`src/rtl/aodvrt_pkg.sv`:
```
`timescale 1ns / 1ps
`default_nettype none
package aodvrt_pkg;

  typedef enum logic [1:0] {
    FN_REQ  = 2'd0,
    FN_REP  = 2'd1,
    FN_DATA = 2'd2,
    FN_TICK = 2'd3
  } func_t;

  typedef enum logic [1:0] {
    ACT_BCAST = 2'd0,
    ACT_REPLY = 2'd1,
    ACT_DATA  = 2'd2
  } act_t;

  localparam logic CFG_OWN  = 1'b0;
  localparam logic CFG_LIFE = 1'b1;

  localparam logic [6:0] ROUTE_MAX_AGE = 7'd120;
  localparam logic [4:0] REQUEST_WRAP  = 5'd25;
  localparam logic [4:0] RESULT_LIMIT  = 5'd16;

  typedef struct packed {
    logic [1:0] action;
    logic [7:0] next_hop;
    logic [4:0] rid;
    logic [7:0] src;
    logic [7:0] tgt;
    logic [7:0] hops;
  } res_t;

  typedef enum logic [2:0] {
    ST_IDLE,
    ST_DECODE,
    ST_SCAN,
    ST_FINISH,
    ST_EMIT
  } state_t;

  typedef struct packed {
    logic latch;
    logic decode;
    logic scan_step;
    logic finish;
    logic emit;
  } cmd_t;

  typedef struct packed {
    func_t func;
    logic  own_hit;
    logic  in_range;
    logic  shorter;
    logic  route_v;
    logic  scan_last;
    logic  scan_stall;
    logic  pend_v;
    logic  out_free;
  } sts_t;

endpackage
`default_nettype wire

```
`src/rtl/aodvrt_in_if.sv`:
```
`timescale 1ns / 1ps
`default_nettype none
interface aodvrt_in_if;
  logic       valid;
  logic       ready;
  logic [1:0] func;
  logic [4:0] request_id;
  logic [7:0] source_address;
  logic [7:0] target_address;
  logic [7:0] hop_count;
  logic [7:0] from_address;

  modport source (output valid, func, request_id, source_address, target_address,
                  hop_count, from_address, input ready);
  modport sink   (input valid, func, request_id, source_address, target_address,
                  hop_count, from_address, output ready);
endinterface
`default_nettype wire

```
`src/rtl/aodvrt_out_if.sv`:
```
`timescale 1ns / 1ps
`default_nettype none
interface aodvrt_out_if;
  logic       valid;
  logic       ready;
  logic [1:0] action;
  logic [7:0] next_hop;
  logic [4:0] out_request_id;
  logic [7:0] out_source;
  logic [7:0] out_target;
  logic [7:0] out_hops;
  logic       last;

  modport source (output valid, action, next_hop, out_request_id, out_source,
                  out_target, out_hops, last, input ready);
  modport sink   (input valid, action, next_hop, out_request_id, out_source,
                  out_target, out_hops, last, output ready);
endinterface
`default_nettype wire

```
`src/rtl/aodv_route_discovery_tables_top.sv`:
```
`timescale 1ns / 1ps
`default_nettype none
// Route and discovery tables of an on-demand routing node.
// in_ch: one event per beat (request arrival, reply arrival, data lookup, tick),
//   accepted when valid and ready are high; ready is high only while idle.
// out_ch: zero or more result beats per event; last marks the final one.
// cfg_*: write own_address (index 0) or discovery_lifetime (index 1) while idle.
// Flow: a tick or an ignored event is accepted, decoded and done; a request for
//   this node or a data hit goes from decode straight to the result stage.
//   Events that touch the discovery table walk it one entry per cycle while
//   no forwarding walk pauses, then finish and emit a last result if one is
//   pending, the walk being the limiting loop. Route aging is done for all
//   routes at once, during decode.
// A registered output stage holds each result; while the receiver stalls,
//   a forwarding walk pauses until the pending result can move on.
// Reset (synchronous, rst_n low): routes and discovery entries invalid,
//   request counter 1, own_address 1, discovery_lifetime 10.
module aodv_route_discovery_tables_top #(
  parameter int NODES        = 16,
  parameter int DISC_ENTRIES = 16
) (
  input  wire logic       clk,
  input  wire logic       rst_n,
  input  wire logic       cfg_we,
  input  wire logic       cfg_index,
  input  wire logic [7:0] cfg_wdata,
  aodvrt_in_if.sink       in_ch,
  aodvrt_out_if.source    out_ch
);
  import aodvrt_pkg::*;

  cmd_t cmd;
  sts_t sts;
  res_t res;

  aodvrt_ctrl u_ctrl (
    .clk      (clk),
    .rst_n    (rst_n),
    .in_valid (in_ch.valid),
    .in_ready (in_ch.ready),
    .sts      (sts),
    .cmd      (cmd)
  );

  aodvrt_dp #(
    .NODES        (NODES),
    .DISC_ENTRIES (DISC_ENTRIES)
  ) u_dp (
    .clk       (clk),
    .rst_n     (rst_n),
    .cfg_we    (cfg_we),
    .cfg_index (cfg_index),
    .cfg_wdata (cfg_wdata),
    .in_func   (in_ch.func),
    .in_rid    (in_ch.request_id),
    .in_src    (in_ch.source_address),
    .in_tgt    (in_ch.target_address),
    .in_hops   (in_ch.hop_count),
    .in_from   (in_ch.from_address),
    .cmd       (cmd),
    .sts       (sts),
    .out_ready (out_ch.ready),
    .out_valid (out_ch.valid),
    .out_res   (res),
    .out_last  (out_ch.last)
  );

  assign out_ch.action         = res.action;
  assign out_ch.next_hop       = res.next_hop;
  assign out_ch.out_request_id = res.rid;
  assign out_ch.out_source     = res.src;
  assign out_ch.out_target     = res.tgt;
  assign out_ch.out_hops       = res.hops;
endmodule
`default_nettype wire

```
`src/rtl/aodvrt_ctrl.sv`:
```
`timescale 1ns / 1ps
`default_nettype none
module aodvrt_ctrl (
  input  wire logic          clk,
  input  wire logic          rst_n,
  input  wire logic          in_valid,
  output logic               in_ready,
  input  wire aodvrt_pkg::sts_t sts,
  output aodvrt_pkg::cmd_t   cmd
);
  import aodvrt_pkg::*;

  state_t state_r, state_nxt;

  always_ff @(posedge clk) begin
    if (!rst_n) begin
      state_r <= ST_IDLE;
    end else begin
      state_r <= state_nxt;
    end
  end

  always_comb begin
    state_nxt = state_r;
    cmd       = '0;
    in_ready  = 1'b0;
    unique case (state_r)
      ST_IDLE: begin
        in_ready = 1'b1;
        if (in_valid) begin
          cmd.latch = 1'b1;
          state_nxt = ST_DECODE;
        end
      end
      ST_DECODE: begin
        cmd.decode = 1'b1;
        unique case (sts.func)
          FN_REQ:  state_nxt = sts.own_hit ? ST_EMIT : ST_SCAN;
          FN_REP:  state_nxt = (sts.in_range && sts.shorter) ? ST_SCAN : ST_IDLE;
          FN_DATA: begin
            if (!sts.in_range) state_nxt = ST_IDLE;
            else if (sts.route_v) state_nxt = ST_EMIT;
            else state_nxt = ST_SCAN;
          end
          FN_TICK: state_nxt = ST_IDLE;
          default: state_nxt = ST_IDLE;
        endcase
      end
      ST_SCAN: begin
        if (!sts.scan_stall) begin
          cmd.scan_step = 1'b1;
          if (sts.scan_last) state_nxt = ST_FINISH;
        end
      end
      ST_FINISH: begin
        cmd.finish = 1'b1;
        state_nxt  = ST_EMIT;
      end
      ST_EMIT: begin
        if (!sts.pend_v) begin
          state_nxt = ST_IDLE;
        end else if (sts.out_free) begin
          cmd.emit  = 1'b1;
          state_nxt = ST_IDLE;
        end
      end
      default: state_nxt = ST_IDLE;
    endcase
  end
endmodule
`default_nettype wire

```
`src/rtl/aodvrt_dp.sv`:
```
`timescale 1ns / 1ps
`default_nettype none
module aodvrt_dp #(
  parameter int NODES        = 16,
  parameter int DISC_ENTRIES = 16
) (
  input  wire logic       clk,
  input  wire logic       rst_n,
  input  wire logic       cfg_we,
  input  wire logic       cfg_index,
  input  wire logic [7:0] cfg_wdata,
  input  wire logic [1:0] in_func,
  input  wire logic [4:0] in_rid,
  input  wire logic [7:0] in_src,
  input  wire logic [7:0] in_tgt,
  input  wire logic [7:0] in_hops,
  input  wire logic [7:0] in_from,
  input  wire aodvrt_pkg::cmd_t cmd,
  output aodvrt_pkg::sts_t sts,
  input  wire logic       out_ready,
  output logic            out_valid,
  output aodvrt_pkg::res_t out_res,
  output logic            out_last
);
  import aodvrt_pkg::*;

  localparam int NW = $clog2(NODES);
  localparam int DW = (DISC_ENTRIES > 1) ? $clog2(DISC_ENTRIES) : 1;

  logic [7:0] own_r, life_r;
  func_t      func_r;
  logic [4:0] rid_r;
  logic [7:0] src_r, tgt_r, hops_r, from_r;
  logic [4:0] ctr_r;

  logic       rv_r [NODES];
  logic [7:0] rn_r [NODES];
  logic [7:0] rh_r [NODES];
  logic [6:0] ra_r [NODES];

  logic       dv_r    [DISC_ENTRIES];
  logic [4:0] dreq_r  [DISC_ENTRIES];
  logic [7:0] dsrc_r  [DISC_ENTRIES];
  logic [7:0] dtgt_r  [DISC_ENTRIES];
  logic [7:0] dfwd_r  [DISC_ENTRIES];
  logic [7:0] dlife_r [DISC_ENTRIES];

  logic [DW-1:0] idx_r, free_idx_r, clr_idx_r;
  logic          dup_r, free_f_r, clr_f_r;
  logic [4:0]    cnt_r;
  logic          pend_v_r;
  res_t          pend_r;
  logic          out_v_r, out_last_r;
  res_t          out_r;

  logic [NW-1:0] d;
  logic          in_range, own_hit, route_v, shorter;
  logic          e_v, rep_hit, dup_hit, fwd_hit, out_free;
  logic [7:0]    h_inc;
  logic [7:0]    eff_hops;

  assign in_range = (tgt_r != 8'd0) && (tgt_r <= 8'(NODES));
  assign d        = NW'(tgt_r - 8'd1);
  assign own_hit  = (tgt_r == own_r);
  assign route_v  = rv_r[d];
  assign eff_hops = rv_r[d] ? rh_r[d] : 8'd255;
  assign shorter  = hops_r < eff_hops;
  assign h_inc    = (hops_r < 8'd255) ? hops_r + 8'd1 : 8'd255;

  assign e_v      = dv_r[idx_r];
  assign rep_hit  = e_v && (dreq_r[idx_r] == rid_r) && (dtgt_r[idx_r] == tgt_r);
  assign dup_hit  = rep_hit && (dsrc_r[idx_r] == src_r);
  assign fwd_hit  = (func_r == FN_REP) && (src_r != own_r) && rep_hit
                    && (cnt_r < RESULT_LIMIT);
  assign out_free = !out_v_r || out_ready;

  assign sts.func       = func_r;
  assign sts.own_hit    = own_hit;
  assign sts.in_range   = in_range;
  assign sts.shorter    = shorter;
  assign sts.route_v    = route_v;
  assign sts.scan_last  = (idx_r == DW'(DISC_ENTRIES - 1));
  assign sts.scan_stall = fwd_hit && pend_v_r && !out_free;
  assign sts.pend_v     = pend_v_r;
  assign sts.out_free   = out_free;

  assign out_valid = out_v_r;
  assign out_res   = out_r;
  assign out_last  = out_last_r;

  always_ff @(posedge clk) begin
    if (!rst_n) begin
      own_r    <= 8'd1;
      life_r   <= 8'd10;
      ctr_r    <= 5'd1;
      pend_v_r <= 1'b0;
      out_v_r  <= 1'b0;
      for (int i = 0; i < NODES; i++) rv_r[i] <= 1'b0;
      for (int i = 0; i < DISC_ENTRIES; i++) dv_r[i] <= 1'b0;
    end else begin
      if (cfg_we) begin
        if (cfg_index == CFG_OWN) own_r <= cfg_wdata;
        else life_r <= cfg_wdata;
      end
      if (out_ready) out_v_r <= 1'b0;

      if (cmd.latch) begin
        func_r <= func_t'(in_func);
        rid_r  <= in_rid;
        src_r  <= in_src;
        tgt_r  <= in_tgt;
        hops_r <= in_hops;
        from_r <= in_from;
      end

      if (cmd.decode) begin
        idx_r    <= '0;
        dup_r    <= 1'b0;
        free_f_r <= 1'b0;
        clr_f_r  <= 1'b0;
        cnt_r    <= '0;
        pend_v_r <= 1'b0;
        unique case (func_r)
          FN_REQ: begin
            if (own_hit) begin
              pend_v_r <= 1'b1;
              pend_r   <= '{ACT_REPLY, from_r, rid_r, src_r, tgt_r, 8'd0};
            end
          end
          FN_REP: begin
            if (in_range && shorter) begin
              rv_r[d] <= 1'b1;
              rn_r[d] <= from_r;
              rh_r[d] <= hops_r;
              ra_r[d] <= 7'd1;
            end
          end
          FN_DATA: begin
            if (in_range && route_v) begin
              pend_v_r <= 1'b1;
              pend_r   <= '{ACT_DATA, rn_r[d], 5'd0, own_r, tgt_r, 8'd0};
            end
          end
          FN_TICK: begin
            for (int i = 0; i < NODES; i++) begin
              if (rv_r[i] && ra_r[i] < ROUTE_MAX_AGE) begin
                ra_r[i] <= ra_r[i] + 7'd1;
                if (ra_r[i] + 7'd1 == ROUTE_MAX_AGE) rv_r[i] <= 1'b0;
              end
            end
            for (int i = 0; i < DISC_ENTRIES; i++) begin
              if (dv_r[i]) begin
                if (dlife_r[i] <= 8'd1) dv_r[i] <= 1'b0;
                else dlife_r[i] <= dlife_r[i] - 8'd1;
              end
            end
          end
          default: ;
        endcase
      end

      if (cmd.scan_step) begin
        idx_r <= idx_r + DW'(1);
        if (dup_hit) dup_r <= 1'b1;
        if (!e_v && !free_f_r) begin
          free_f_r   <= 1'b1;
          free_idx_r <= idx_r;
        end
        if (rep_hit && !clr_f_r) begin
          clr_f_r   <= 1'b1;
          clr_idx_r <= idx_r;
        end
        if (fwd_hit) begin
          cnt_r    <= cnt_r + 5'd1;
          pend_v_r <= 1'b1;
          pend_r   <= '{ACT_REPLY, dfwd_r[idx_r], rid_r, src_r, tgt_r, h_inc};
          if (pend_v_r) begin
            out_v_r    <= 1'b1;
            out_r      <= pend_r;
            out_last_r <= 1'b0;
          end
        end
      end

      if (cmd.finish) begin
        unique case (func_r)
          FN_REQ: begin
            if (!dup_r) begin
              if (free_f_r) begin
                dv_r[free_idx_r]    <= 1'b1;
                dreq_r[free_idx_r]  <= rid_r;
                dsrc_r[free_idx_r]  <= src_r;
                dtgt_r[free_idx_r]  <= tgt_r;
                dfwd_r[free_idx_r]  <= from_r;
                dlife_r[free_idx_r] <= life_r;
              end
              pend_v_r <= 1'b1;
              pend_r   <= '{ACT_BCAST, 8'd0, rid_r, src_r, tgt_r, 8'd0};
            end
          end
          FN_REP: begin
            if (clr_f_r) dv_r[clr_idx_r] <= 1'b0;
          end
          FN_DATA: begin
            if (free_f_r) begin
              dv_r[free_idx_r]    <= 1'b1;
              dreq_r[free_idx_r]  <= ctr_r;
              dsrc_r[free_idx_r]  <= own_r;
              dtgt_r[free_idx_r]  <= tgt_r;
              dfwd_r[free_idx_r]  <= own_r;
              dlife_r[free_idx_r] <= life_r;
            end
            pend_v_r <= 1'b1;
            pend_r   <= '{ACT_BCAST, 8'd0, ctr_r, own_r, tgt_r, 8'd0};
            ctr_r    <= (ctr_r >= 5'd1 && ctr_r < REQUEST_WRAP) ? ctr_r + 5'd1 : 5'd1;
          end
          default: ;
        endcase
      end

      if (cmd.emit) begin
        out_v_r    <= 1'b1;
        out_r      <= pend_r;
        out_last_r <= 1'b1;
        pend_v_r   <= 1'b0;
      end
    end
  end
endmodule
`default_nettype wire
```
`src/flat_wrapper.sv`:
```
// flat-port wrapper written by rule: the top's interface ports become plain ports
module aodv_route_discovery_tables_top_flat import aodvrt_pkg::*;
#(
  parameter int NODES        = 16,
  parameter int DISC_ENTRIES = 16
)
  (clk, rst_n, cfg_we, cfg_index, cfg_wdata, in_ch_valid, in_ch_func, in_ch_request_id, in_ch_source_address, in_ch_target_address, in_ch_hop_count, in_ch_from_address, in_ch_ready, out_ch_valid, out_ch_action, out_ch_next_hop, out_ch_out_request_id, out_ch_out_source, out_ch_out_target, out_ch_out_hops, out_ch_last, out_ch_ready);
  aodvrt_in_if in_ch_i ();
  aodvrt_out_if out_ch_i ();
  input  wire logic clk;
  input  wire logic rst_n;
  input  wire logic cfg_we;
  input  wire logic cfg_index;
  input  wire logic [7:0] cfg_wdata;
  input wire logic [$bits(in_ch_i.valid)-1:0] in_ch_valid;
  input wire logic [$bits(in_ch_i.func)-1:0] in_ch_func;
  input wire logic [$bits(in_ch_i.request_id)-1:0] in_ch_request_id;
  input wire logic [$bits(in_ch_i.source_address)-1:0] in_ch_source_address;
  input wire logic [$bits(in_ch_i.target_address)-1:0] in_ch_target_address;
  input wire logic [$bits(in_ch_i.hop_count)-1:0] in_ch_hop_count;
  input wire logic [$bits(in_ch_i.from_address)-1:0] in_ch_from_address;
  output wire logic [$bits(in_ch_i.ready)-1:0] in_ch_ready;
  output wire logic [$bits(out_ch_i.valid)-1:0] out_ch_valid;
  output wire logic [$bits(out_ch_i.action)-1:0] out_ch_action;
  output wire logic [$bits(out_ch_i.next_hop)-1:0] out_ch_next_hop;
  output wire logic [$bits(out_ch_i.out_request_id)-1:0] out_ch_out_request_id;
  output wire logic [$bits(out_ch_i.out_source)-1:0] out_ch_out_source;
  output wire logic [$bits(out_ch_i.out_target)-1:0] out_ch_out_target;
  output wire logic [$bits(out_ch_i.out_hops)-1:0] out_ch_out_hops;
  output wire logic [$bits(out_ch_i.last)-1:0] out_ch_last;
  input wire logic [$bits(out_ch_i.ready)-1:0] out_ch_ready;
  assign in_ch_i.valid = in_ch_valid;
  assign in_ch_i.func = in_ch_func;
  assign in_ch_i.request_id = in_ch_request_id;
  assign in_ch_i.source_address = in_ch_source_address;
  assign in_ch_i.target_address = in_ch_target_address;
  assign in_ch_i.hop_count = in_ch_hop_count;
  assign in_ch_i.from_address = in_ch_from_address;
  assign in_ch_ready = in_ch_i.ready;
  assign out_ch_valid = out_ch_i.valid;
  assign out_ch_action = out_ch_i.action;
  assign out_ch_next_hop = out_ch_i.next_hop;
  assign out_ch_out_request_id = out_ch_i.out_request_id;
  assign out_ch_out_source = out_ch_i.out_source;
  assign out_ch_out_target = out_ch_i.out_target;
  assign out_ch_out_hops = out_ch_i.out_hops;
  assign out_ch_last = out_ch_i.last;
  assign out_ch_i.ready = out_ch_ready;
  aodv_route_discovery_tables_top #(.NODES(NODES), .DISC_ENTRIES(DISC_ENTRIES)) u_core (.clk(clk), .rst_n(rst_n), .cfg_we(cfg_we), .cfg_index(cfg_index), .cfg_wdata(cfg_wdata), .in_ch(in_ch_i), .out_ch(out_ch_i));
endmodule
```
`config.mk`:
```
export PLATFORM = sky130hd
export DESIGN_NAME = aodv_route_discovery_tables_top_flat
export DESIGN_NICKNAME = d
export VERILOG_FILES = /design/src/rtl/aodvrt_pkg.sv /design/src/rtl/aodvrt_in_if.sv /design/src/rtl/aodvrt_out_if.sv /design/src/rtl/aodv_route_discovery_tables_top.sv /design/src/rtl/aodvrt_ctrl.sv /design/src/rtl/aodvrt_dp.sv /design/src/flat_wrapper.sv
export SDC_FILE = /design/constraint.sdc
export NUM_CORES = 2
export LEC_CHECK = 0
export BUFFER_PORTS_ARGS = -buffer_cell sky130_fd_sc_hd__buf_2
export CAP_MARGIN = 0
export CORE_ASPECT_RATIO = 0.8
export CORE_MARGIN = 4
export CORE_UTILIZATION = 40
export DETAILED_ROUTE_END_ITERATION = 10
export SLEW_MARGIN = 20
export SYNTH_ARGS = -nofsm -noshare
export SYNTH_HDL_FRONTEND = slang
export SYNTH_SLANG_ARGS = --single-unit
```
`constraint.sdc`:
```
create_clock -name clk -period 11.64 [get_ports clk]
set_input_delay 1.164 -clock clk [delete_from_list [all_inputs] [get_ports clk]]
set_output_delay 1.164 -clock clk [all_outputs]
set_load 0.05 [all_outputs]
```
Yosys cells after proc, flatten, opt, wreduce, memory -nomap -nowiden
Memories as Yosys holds them, arrays and structs flattened. A register that Yosys moved wholly into a read port is not among the register bits.
Cells that the tools add are included.
Widths: inputs -> output; s select.
{"block": "classes", "n_addsub": 37, "n_reduce_logical": 58, "bitwise": 40, "n_lt_le_gt_ge": 38, "muxes": 515, "n_eq_ne": 33}
{"cell": "$mux 1", "count": 464}
{"cell": "$mux 39", "count": 11}
{"cell": "$pmux 39 s2", "count": 2}
{"cell": "$le 8x1->1 const B", "count": 16}
{"cell": "$sub 8x1->8 const B", "count": 16}
{"cell": "$add 7x1->7 const B", "count": 16}
{"cell": "$eq 7x7->1 const B", "count": 16}
{"cell": "$lt 7x7->1 const B", "count": 16}
{"cell": "$mux 8", "count": 7}
{"cell": "$mux 4", "count": 12}
{"cell": "$or 1x1->1", "count": 38}
{"cell": "$logic_and 1x1->1", "count": 30}
{"cell": "$mux 5", "count": 5}
{"cell": "$eq 8x8->1", "count": 3}
{"cell": "$mux 3", "count": 8}
{"cell": "$pmux 3 s5", "count": 1}
{"cell": "$pmux 3 s4", "count": 1}
{"cell": "$add 5x1->5 const B", "count": 2}
{"cell": "$lt 5x5->1 const B", "count": 2}
{"cell": "$reduce_and 2->1", "count": 5}
{"cell": "$add 8x1->8 const B", "count": 1}
{"cell": "$le 8x5->1 const B", "count": 1}
{"cell": "$lt 8x8->1", "count": 1}
{"cell": "$lt 8x8->1 const B", "count": 1}
{"cell": "other kinds (30)", "count": 46}
{"block": "word_totals", "register_bits": 164, "in_bits": 53, "ram_bits": 992, "output_inout_bits": 42, "elab_cells": 763, "memories": 10}
{"memory": "u_core.u_dp.dfwd_r", "words": 16, "width": 8, "read_ports": 1, "rd_ports_with_merged_regs": 1, "wr": 1, "line": "aodvrt_dp.sv:45", "text": "logic [7:0] dfwd_r [DISC_ENTRIES];"}
{"memory": "u_core.u_dp.dlife_r", "words": 16, "width": 8, "read_ports": 16, "rd_ports_with_merged_regs": 0, "wr": 16, "line": "aodvrt_dp.sv:46", "text": "logic [7:0] dlife_r [DISC_ENTRIES];"}
{"memory": "u_core.u_dp.dsrc_r", "words": 16, "width": 8, "read_ports": 1, "rd_ports_with_merged_regs": 1, "wr": 1, "line": "aodvrt_dp.sv:43", "text": "logic [7:0] dsrc_r [DISC_ENTRIES];"}
{"memory": "u_core.u_dp.dtgt_r", "words": 16, "width": 8, "read_ports": 1, "rd_ports_with_merged_regs": 1, "wr": 1, "line": "aodvrt_dp.sv:44", "text": "logic [7:0] dtgt_r [DISC_ENTRIES];"}
{"memory": "u_core.u_dp.rh_r", "words": 16, "width": 8, "read_ports": 1, "rd_ports_with_merged_regs": 0, "wr": 1, "line": "aodvrt_dp.sv:38", "text": "logic [7:0] rh_r [NODES];"}
{"memory": "u_core.u_dp.rn_r", "words": 16, "width": 8, "read_ports": 1, "rd_ports_with_merged_regs": 0, "wr": 1, "line": "aodvrt_dp.sv:37", "text": "logic [7:0] rn_r [NODES];"}
{"memory": "4 more memories"}

Longest topological paths before layout
{"block": "depth", "word_depth": 13, "ltp_mapped": 21, "mapped_depth_nobuf": 16}

By module
A second synthesis with hierarchy kept.
{"block": "unflattened", "hier_cells": 3543, "hier_area_um2": 51255.4}
{"module": "aodvrt_dp", "seq_area_each_um2": 34222.8, "cells_each": 3509, "instances": 1, "area_each_um2": 51000.2}
{"module": "aodvrt_ctrl", "seq_area_each_um2": 60.1, "cells_each": 34, "instances": 1, "area_each_um2": 255.2}

Worst setup path before layout
Ideal clock, no wire load.
{"block": "synth_timing", "path_type": "reg2reg", "from": "register u_core.u_dp.tgt_r[0]", "to": "memory u_core.u_dp.rh_r[14][0], enable pin", "slack_ns": 5.539, "path_buffers": 6, "arrival_ns": 5.737, "required_ns": 11.276, "period_less_slack_ns": 6.101, "setup_time_ns": 0.364, "stages_incl_launch_ff": 21, "cell_sequence": "edfxtp_1 > buf_2 > buf_2 > inv_1 > ha_1 > clkbuf_1 > buf_1 > clkbuf_1 > mux4_2 > mux4_2 > nor2_1 > ha_1 > a21oi_1 > nor2b_1 > o21ai_0 > nand2_1 > a2111oi_0 > o21ai_1 > clkbuf_1 > or4_1 > inv_1"}
{"block": "synth_between", "elab_chain_len": 10, "elab_cells_between_ends": 14, "cone_classes": "add/sub: 1; order compare: 2; mux: 6; reduce/logical: 3; memory: 2"}
{"element": "from (decl)", "line": "aodvrt_dp.sv:33", "text": "logic [7:0] src_r, tgt_r, hops_r, from_r;"}
{"element": "from (signal assigned)", "line": "aodvrt_dp.sv:111", "text": "tgt_r <= in_tgt;"}
{"element": "$sub 4x1->4", "line": "aodvrt_dp.sv:63", "text": "assign d = NW'(tgt_r - 8'd1);"}
{"element": "$mem_v2 16x8 / $mem_v2 16x1 (equally long branches)"}
{"element": "$mux 8", "line": "aodvrt_dp.sv:66", "text": "assign eff_hops = rv_r[d] ? rh_r[d] : 8'd255;"}
{"element": "$lt 8x8->1", "line": "aodvrt_dp.sv:67", "text": "assign shorter = hops_r < eff_hops;"}
{"element": "$logic_and 1x1->1", "line": "aodvrt_dp.sv:131", "text": "if (in_range && shorter) begin"}
{"element": "$mux 1", "line": "aodvrt_dp.sv:131"}
{"element": "$mux 1", "line": "aodvrt_dp.sv:123", "text": "unique case (func_r)"}
{"element": "$mux 1", "line": "aodvrt_dp.sv:116", "text": "if (cmd.decode) begin"}
{"element": "$mux 1", "line": "aodvrt_dp.sv:92", "text": "if (!rst_n) begin"}
{"element": "$mux 1 (implied by the code)", "line": "aodvrt_dp.sv:134", "text": "rh_r[d] <= hops_r;"}
{"element": "to (decl)", "line": "aodvrt_dp.sv:38"}
Several ways; a longest one is shown, not always the timed one.

Worst setup path after layout
{"block": "layout_timing", "from": "register u_core.u_dp.tgt_r[1]", "to": "memory u_core.u_dp.rn_r[13][6], enable pin"}
{"block": "layout_between", "elab_chain_len": 10, "elab_cells_between_ends": 14, "cone_classes": "add/sub: 1; order compare: 2; mux: 6; reduce/logical: 3; memory: 2"}
{"element": "$sub 4x1->4", "line": "aodvrt_dp.sv:63"}
{"element": "$mem_v2 16x8 / $mem_v2 16x1 (equally long branches)"}
{"element": "$mux 8", "line": "aodvrt_dp.sv:66"}
{"element": "$lt 8x8->1", "line": "aodvrt_dp.sv:67"}
{"element": "$logic_and 1x1->1", "line": "aodvrt_dp.sv:131"}
{"element": "$mux 1", "line": "aodvrt_dp.sv:131"}
{"element": "$mux 1", "line": "aodvrt_dp.sv:123"}
{"element": "$mux 1", "line": "aodvrt_dp.sv:116"}
{"element": "$mux 1", "line": "aodvrt_dp.sv:92"}
{"element": "$mux 1 (implied by the code)", "line": "aodvrt_dp.sv:133", "text": "rn_r[d] <= from_r;"}
{"element": "to (decl)", "line": "aodvrt_dp.sv:37"}
Several ways; a longest one is shown, not always the timed one.

==> flow_metrics.py <==
metrics = {
    "run": {
        "maxCapViolCount": 0,
    },
    "pwr": {
        "pwr-share-comb": 0.043,
        "swShare": 0.217,
        "p_seq_frac": 0.531,
        "cellPowerDensity_mw_per_mm2": 152,
        "cellLeakagePower_nw": 19.1,
        "switchingPower_mw": 1.89,
        "clkPwrFrac": 0.425,
        "internal-power_mw": 6.80,
        "ir_drop_mv": 0.136,
    },
    "route": {
        "final_antenna_net_count": 0,
        "wirelength_um": 130000,
        "vias": 30010,
        "first_iter_violations": 3137,
        "wl_per_cell_um": 24.2,
        "detail_route.first_pass.iterations": 8,
        "remaining_drc_errors": 0,
        "vias_per_cell": 5.60,
    },
    "sta": {
        "worst_pin_slew_ns": 1.16,
        "drv_slew": 0,
        "slew_headroom": 0.223,
        "timing.fmax_ghz": 0.156,
        "finalSetupViolations": 0,
        "rsz0062_at_grt": "no",
        "finClkSkew_ns": 0.0536,
        "tns_ns": 0,
        "hold_viol": 0,
        "post-route-min-period_ns": 6.41,
        "period_share": 0.551,
        "hold_ws_ns": 0.452,
    },
    "critical_path": {
        "crit_end": "u_core.u_dp.rn_r[13][6]$_DFFE_PP_",
        "cp.required_ns": 11.99,
        "crit_buf_inv": 4,
        "regToRegSetupSlack_ns": 5.23,
        "reg2reg_from": "u_core.u_dp.tgt_r[1]$_DFFE_PP_",
        "critical-path-max-stage-delay_ns": 0.74,
        "reg2reg_to": "u_core.u_dp.rn_r[13][6]$_DFFE_PP_",
        "worstPathCellList": "buf_4 -> inv_1 -> ha_4 -> buf_4 -> mux4_2 -> mux2i_1 -> mux2_2 -> nor2_1 -> ha_1 -> a21oi_1 -> nor2b_1 -> o21ai_0 -> nand2_1 -> a2111oi_0 -> o21ai_2 -> or4_1 -> inv_1",
        "worst_setup_path_end_kind": "flop",
        "crit_slowest_cell": "or4_1",
        "startpoint_type": "flop",
        "critical_path_class": "flop to flop",
        "crit_start": "u_core.u_dp.tgt_r[1]$_DFFE_PP_",
        "rr_worst_depth": 17,
        "crit_arrival_ns": 6.77,
        "cp_max_fo": 40,
        "cp_num_cells": 17,
        "path_delay_family": "buffers and inverters",
    },
    "grt": {
        "grt_pass1_wl_um": 191000,
        "antenna_found_initial": 14,
        "grt_max_degree": 92,
        "grt_usage": 0.191,
        "grt_remaining_overflow": 0,
        "grt_pass1_vias": 28277,
    },
    "clocking": {
        "clkTransAtPathRegs_ns": 0.07,
        "clockBufferDepth": 3,
        "cts_max_level": 3,
        "insertion_delay_ns": 0.74,
        "cts_buffers": 113,
        "ctsResizeCount": 0,
        "cts_root_buf": "clkbuf_16",
        "ctsHoldBuffers": 0,
        "post_cts_buffers": 0,
        "cts_tree": "done",
        "clkSinkCount": 1160,
    },
    "cells_and_area": {
        "syn2layout_area_growth_pct": 12.1,
        "drive_gt1_frac": 0.160,
        "fin_area_sq_mm": 0.0573,
        "layout.nets": 3728,
        "n_fill_cell": 11230,
    },
    "yosys": {
        "yosys_most_used_dff": "edfxtp_1",
        "syn_area_per_cell_sq_um": 14.6,
        "yosysSeqAreaShare": 0.671,
        "postSynthCellCount": 3490,
        "synth_area_sq_mm": 0.0511,
        "yosysUniqueCellTypes": 76,
        "synth-warning-count": 0,
        "async_flop_share": 0,
        "ys_ff_latch": 1160,
        "yosysTopAreaCellShare": 0.649,
        "synth_top_cell_by_area": "edfxtp_1",
        "synth_area_leaders": "edfxtp_1 65%, mux4_2 8.7%, nand2_1 2.8%, nor2_1 2.2%, dfxtp_1 2.2%",
        "synth_edf_count": 1105,
        "synth_nets": 3624,
    },
    "worst_hold_path": {
        "whs_path_depth": 0,
        "worstHoldPathType": "flop to flop",
    },
    "place": {
        "dpl.hpwl_um": 82000,
        "globalplace.congestion": 0.824,
        "portBuffers": 94,
        "placed_area_sq_mm": 0.0535,
    },
    "floorplanning": {
        "die_h_um": 328,
        "die_area_sq_mm": 0.134,
        "io_pins": 95,
        "fp.dieW_um": 408,
        "core_area_sq_mm": 0.127,
        "row_count": 117,
        "start_util": 0.402,
    },
    "run_status": {
        "status": "finished clean",
    },
}
## power groups by stage
stage | logic (mW) | registers (mW) | clock network, mW
floorplan | 0.256 | 4.68 | 0
global placement | 0.372 | 4.70 | 0
detailed placement | 0.374 | 4.71 | 0
CTS | 0.376 | 4.62 | 3.76
global route | 0.401 | 4.62 | 3.95
finish | 0.375 | 4.62 | 3.70
## worst min-delay path by stage
stage | start | endpoint | slack (ns)
after CTS | u_core.u_dp.pend_r[30]$_DFFE_PP_ | u_core.u_dp.out_res[30]$_DFFE_PP_ | 0.45
final | u_core.u_dp.pend_r[6]$_DFFE_PP_ | u_core.u_dp.out_res[6]$_DFFE_PP_ | 0.45
after global routing | u_core.u_dp.pend_r[3]$_DFFE_PP_ | u_core.u_dp.out_res[3]$_DFFE_PP_ | 0.46
after detailed placement | u_core.u_dp.pend_r[10]$_DFFE_PP_ | u_core.u_dp.out_res[10]$_DFFE_PP_ | 0.44
after floorplan | u_core.u_dp.pend_r[37]$_DFFE_PP_ | u_core.u_dp.out_res[37]$_DFFE_PP_ | 0.42
after global placement | u_core.u_dp.pend_r[30]$_DFFE_PP_ | u_core.u_dp.out_res[30]$_DFFE_PP_ | 0.43
## Yosys cell counts (19+ instances only)
library cell  number
and3_1            21
o22ai_1           22
clkbuf_1         111
mux2_2            19
nand4_1           43
inv_1            107
xor2_1           107
mux2i_1           46
nand2_1          380
nor2b_1           19
o211ai_1          19
o21ai_0          103
edfxtp_1        1105
dfxtp_1           55
nor3_1            38
nand3_1          123
a21oi_1          124
nand2b_1          23
ha_1              81
buf_2             23
nor4_1            42
xnor2_1          114
buf_1             19
mux4_2           197
or4_1             24
nor2_1           300
## stage by stage
step | std cells | util | setup WS [ns] | power, mW
2_1_floorplan | 3490 | - | 5.54 | 4.94
3_3_place_gp | 5144 | 0.421 | 5.19 | 5.08
3_5_place_dp | 5144 | 0.421 | 5.25 | 5.08
4_1_cts | 5357 | 0.450 | 5.21 | 8.75
5_1_grt | 5358 | 0.451 | 4.93 | 8.97
6_report | 5360 | 0.451 | 5.23 | 8.69
## registers in the layout, indices dropped and copies added, names as in the netlist, 16 cells and up, named ones only
signal,count
u_core.u_dp.pend_r,39
u_core.u_dp.out_res,39
u_core.u_dp.dreq_r,80
u_core.u_dp.rh_r,128
u_core.u_dp.ra_r,112
u_core.u_dp.dtgt_r,128
u_core.u_dp.dlife_r,128
u_core.u_dp.dsrc_r,128
u_core.u_dp.rv_r,16
u_core.u_dp.rn_r,128
u_core.u_dp.dfwd_r,128
u_core.u_dp.dv_r,16
## final cells by class
type | count | area (sq um) | area share
sequential | 1160 | 34300 | 0.599
tap | 1666 | 2080 | 0.0364
clock buffer | 143 | 3000 | 0.0524
inverter | 108 | 405 | 0.00708
multi-input combinational | 2055 | 15800 | 0.275
clock inverter | 70 | 742 | 0.0130
timing repair buffer | 156 | 967 | 0.0169
antenna | 2 | 5.00 | 0.0000874
## routing by layer
layer / track usage / routed length [um] / vias to the layer above
met5: 0 / 11 / -
met4: 0.0449 / 2690 / 2
met3: 0.0541 / 12500 / 180
met2: 0.270 / 54600 / 1123
met1: 0.291 / 60000 / 15171
li1: - / - / 13534
## worst register-to-register path: stages (launching register included)
cell       delay [ns]
edfxtp_1         0.32
buf_4            0.26
inv_1            0.20
ha_4             0.58
buf_4            0.59
mux4_2           0.44
mux2i_1          0.18
mux2_2           0.34
nor2_1           0.09
ha_1             0.30
a21oi_1          0.17
nor2b_1          0.06
o21ai_0          0.14
nand2_1          0.07
a2111oi_0        0.52
o21ai_2          0.42
or4_1            0.74
inv_1            0.63
## kinds of logic after synthesis
group | Yosys count | share of synthesized area
flip-flops | 1160 | 0.671
AND/OR/NAND/NOR | 1084 | 0.0984
AO/OA/AOI/OAI | 404 | 0.0496
buffers and inverters | 275 | 0.0227
multiplexers | 264 | 0.100
XOR/XNOR | 222 | 0.0382
adder cells (fa/ha/maj) | 81 | 0.0198
## placed cells by master (no fill, tap or decap), drive strengths merged, types with 6 or more instances in the layout
master / count
ha: 81
mux2i: 46
o31ai: 9
xor2: 107
nor3: 40
mux2: 21
a21oi: 124
a31oi: 16
and2: 10
nand2b: 23
nand3: 124
o22ai: 22
nor4: 43
a221oi: 8
nor4b: 15
a211oi: 16
edfxtp: 1105
a32oi: 6
nor2: 300
clkbuf: 143
dfxtp: 55
o21ai: 105
buf: 156
or4: 24
a22oi: 12
clkinv: 54
xnor2: 115
nor2b: 19
or3: 9
o2111ai: 11
nand2: 380
nor3b: 17
a21boi: 15
inv: 110
nand4: 43
o2bb2ai: 6
o211ai: 19
mux4: 197
and3: 21
bufinv: 11
Note: power is estimated with default switching activity, not from simulation.
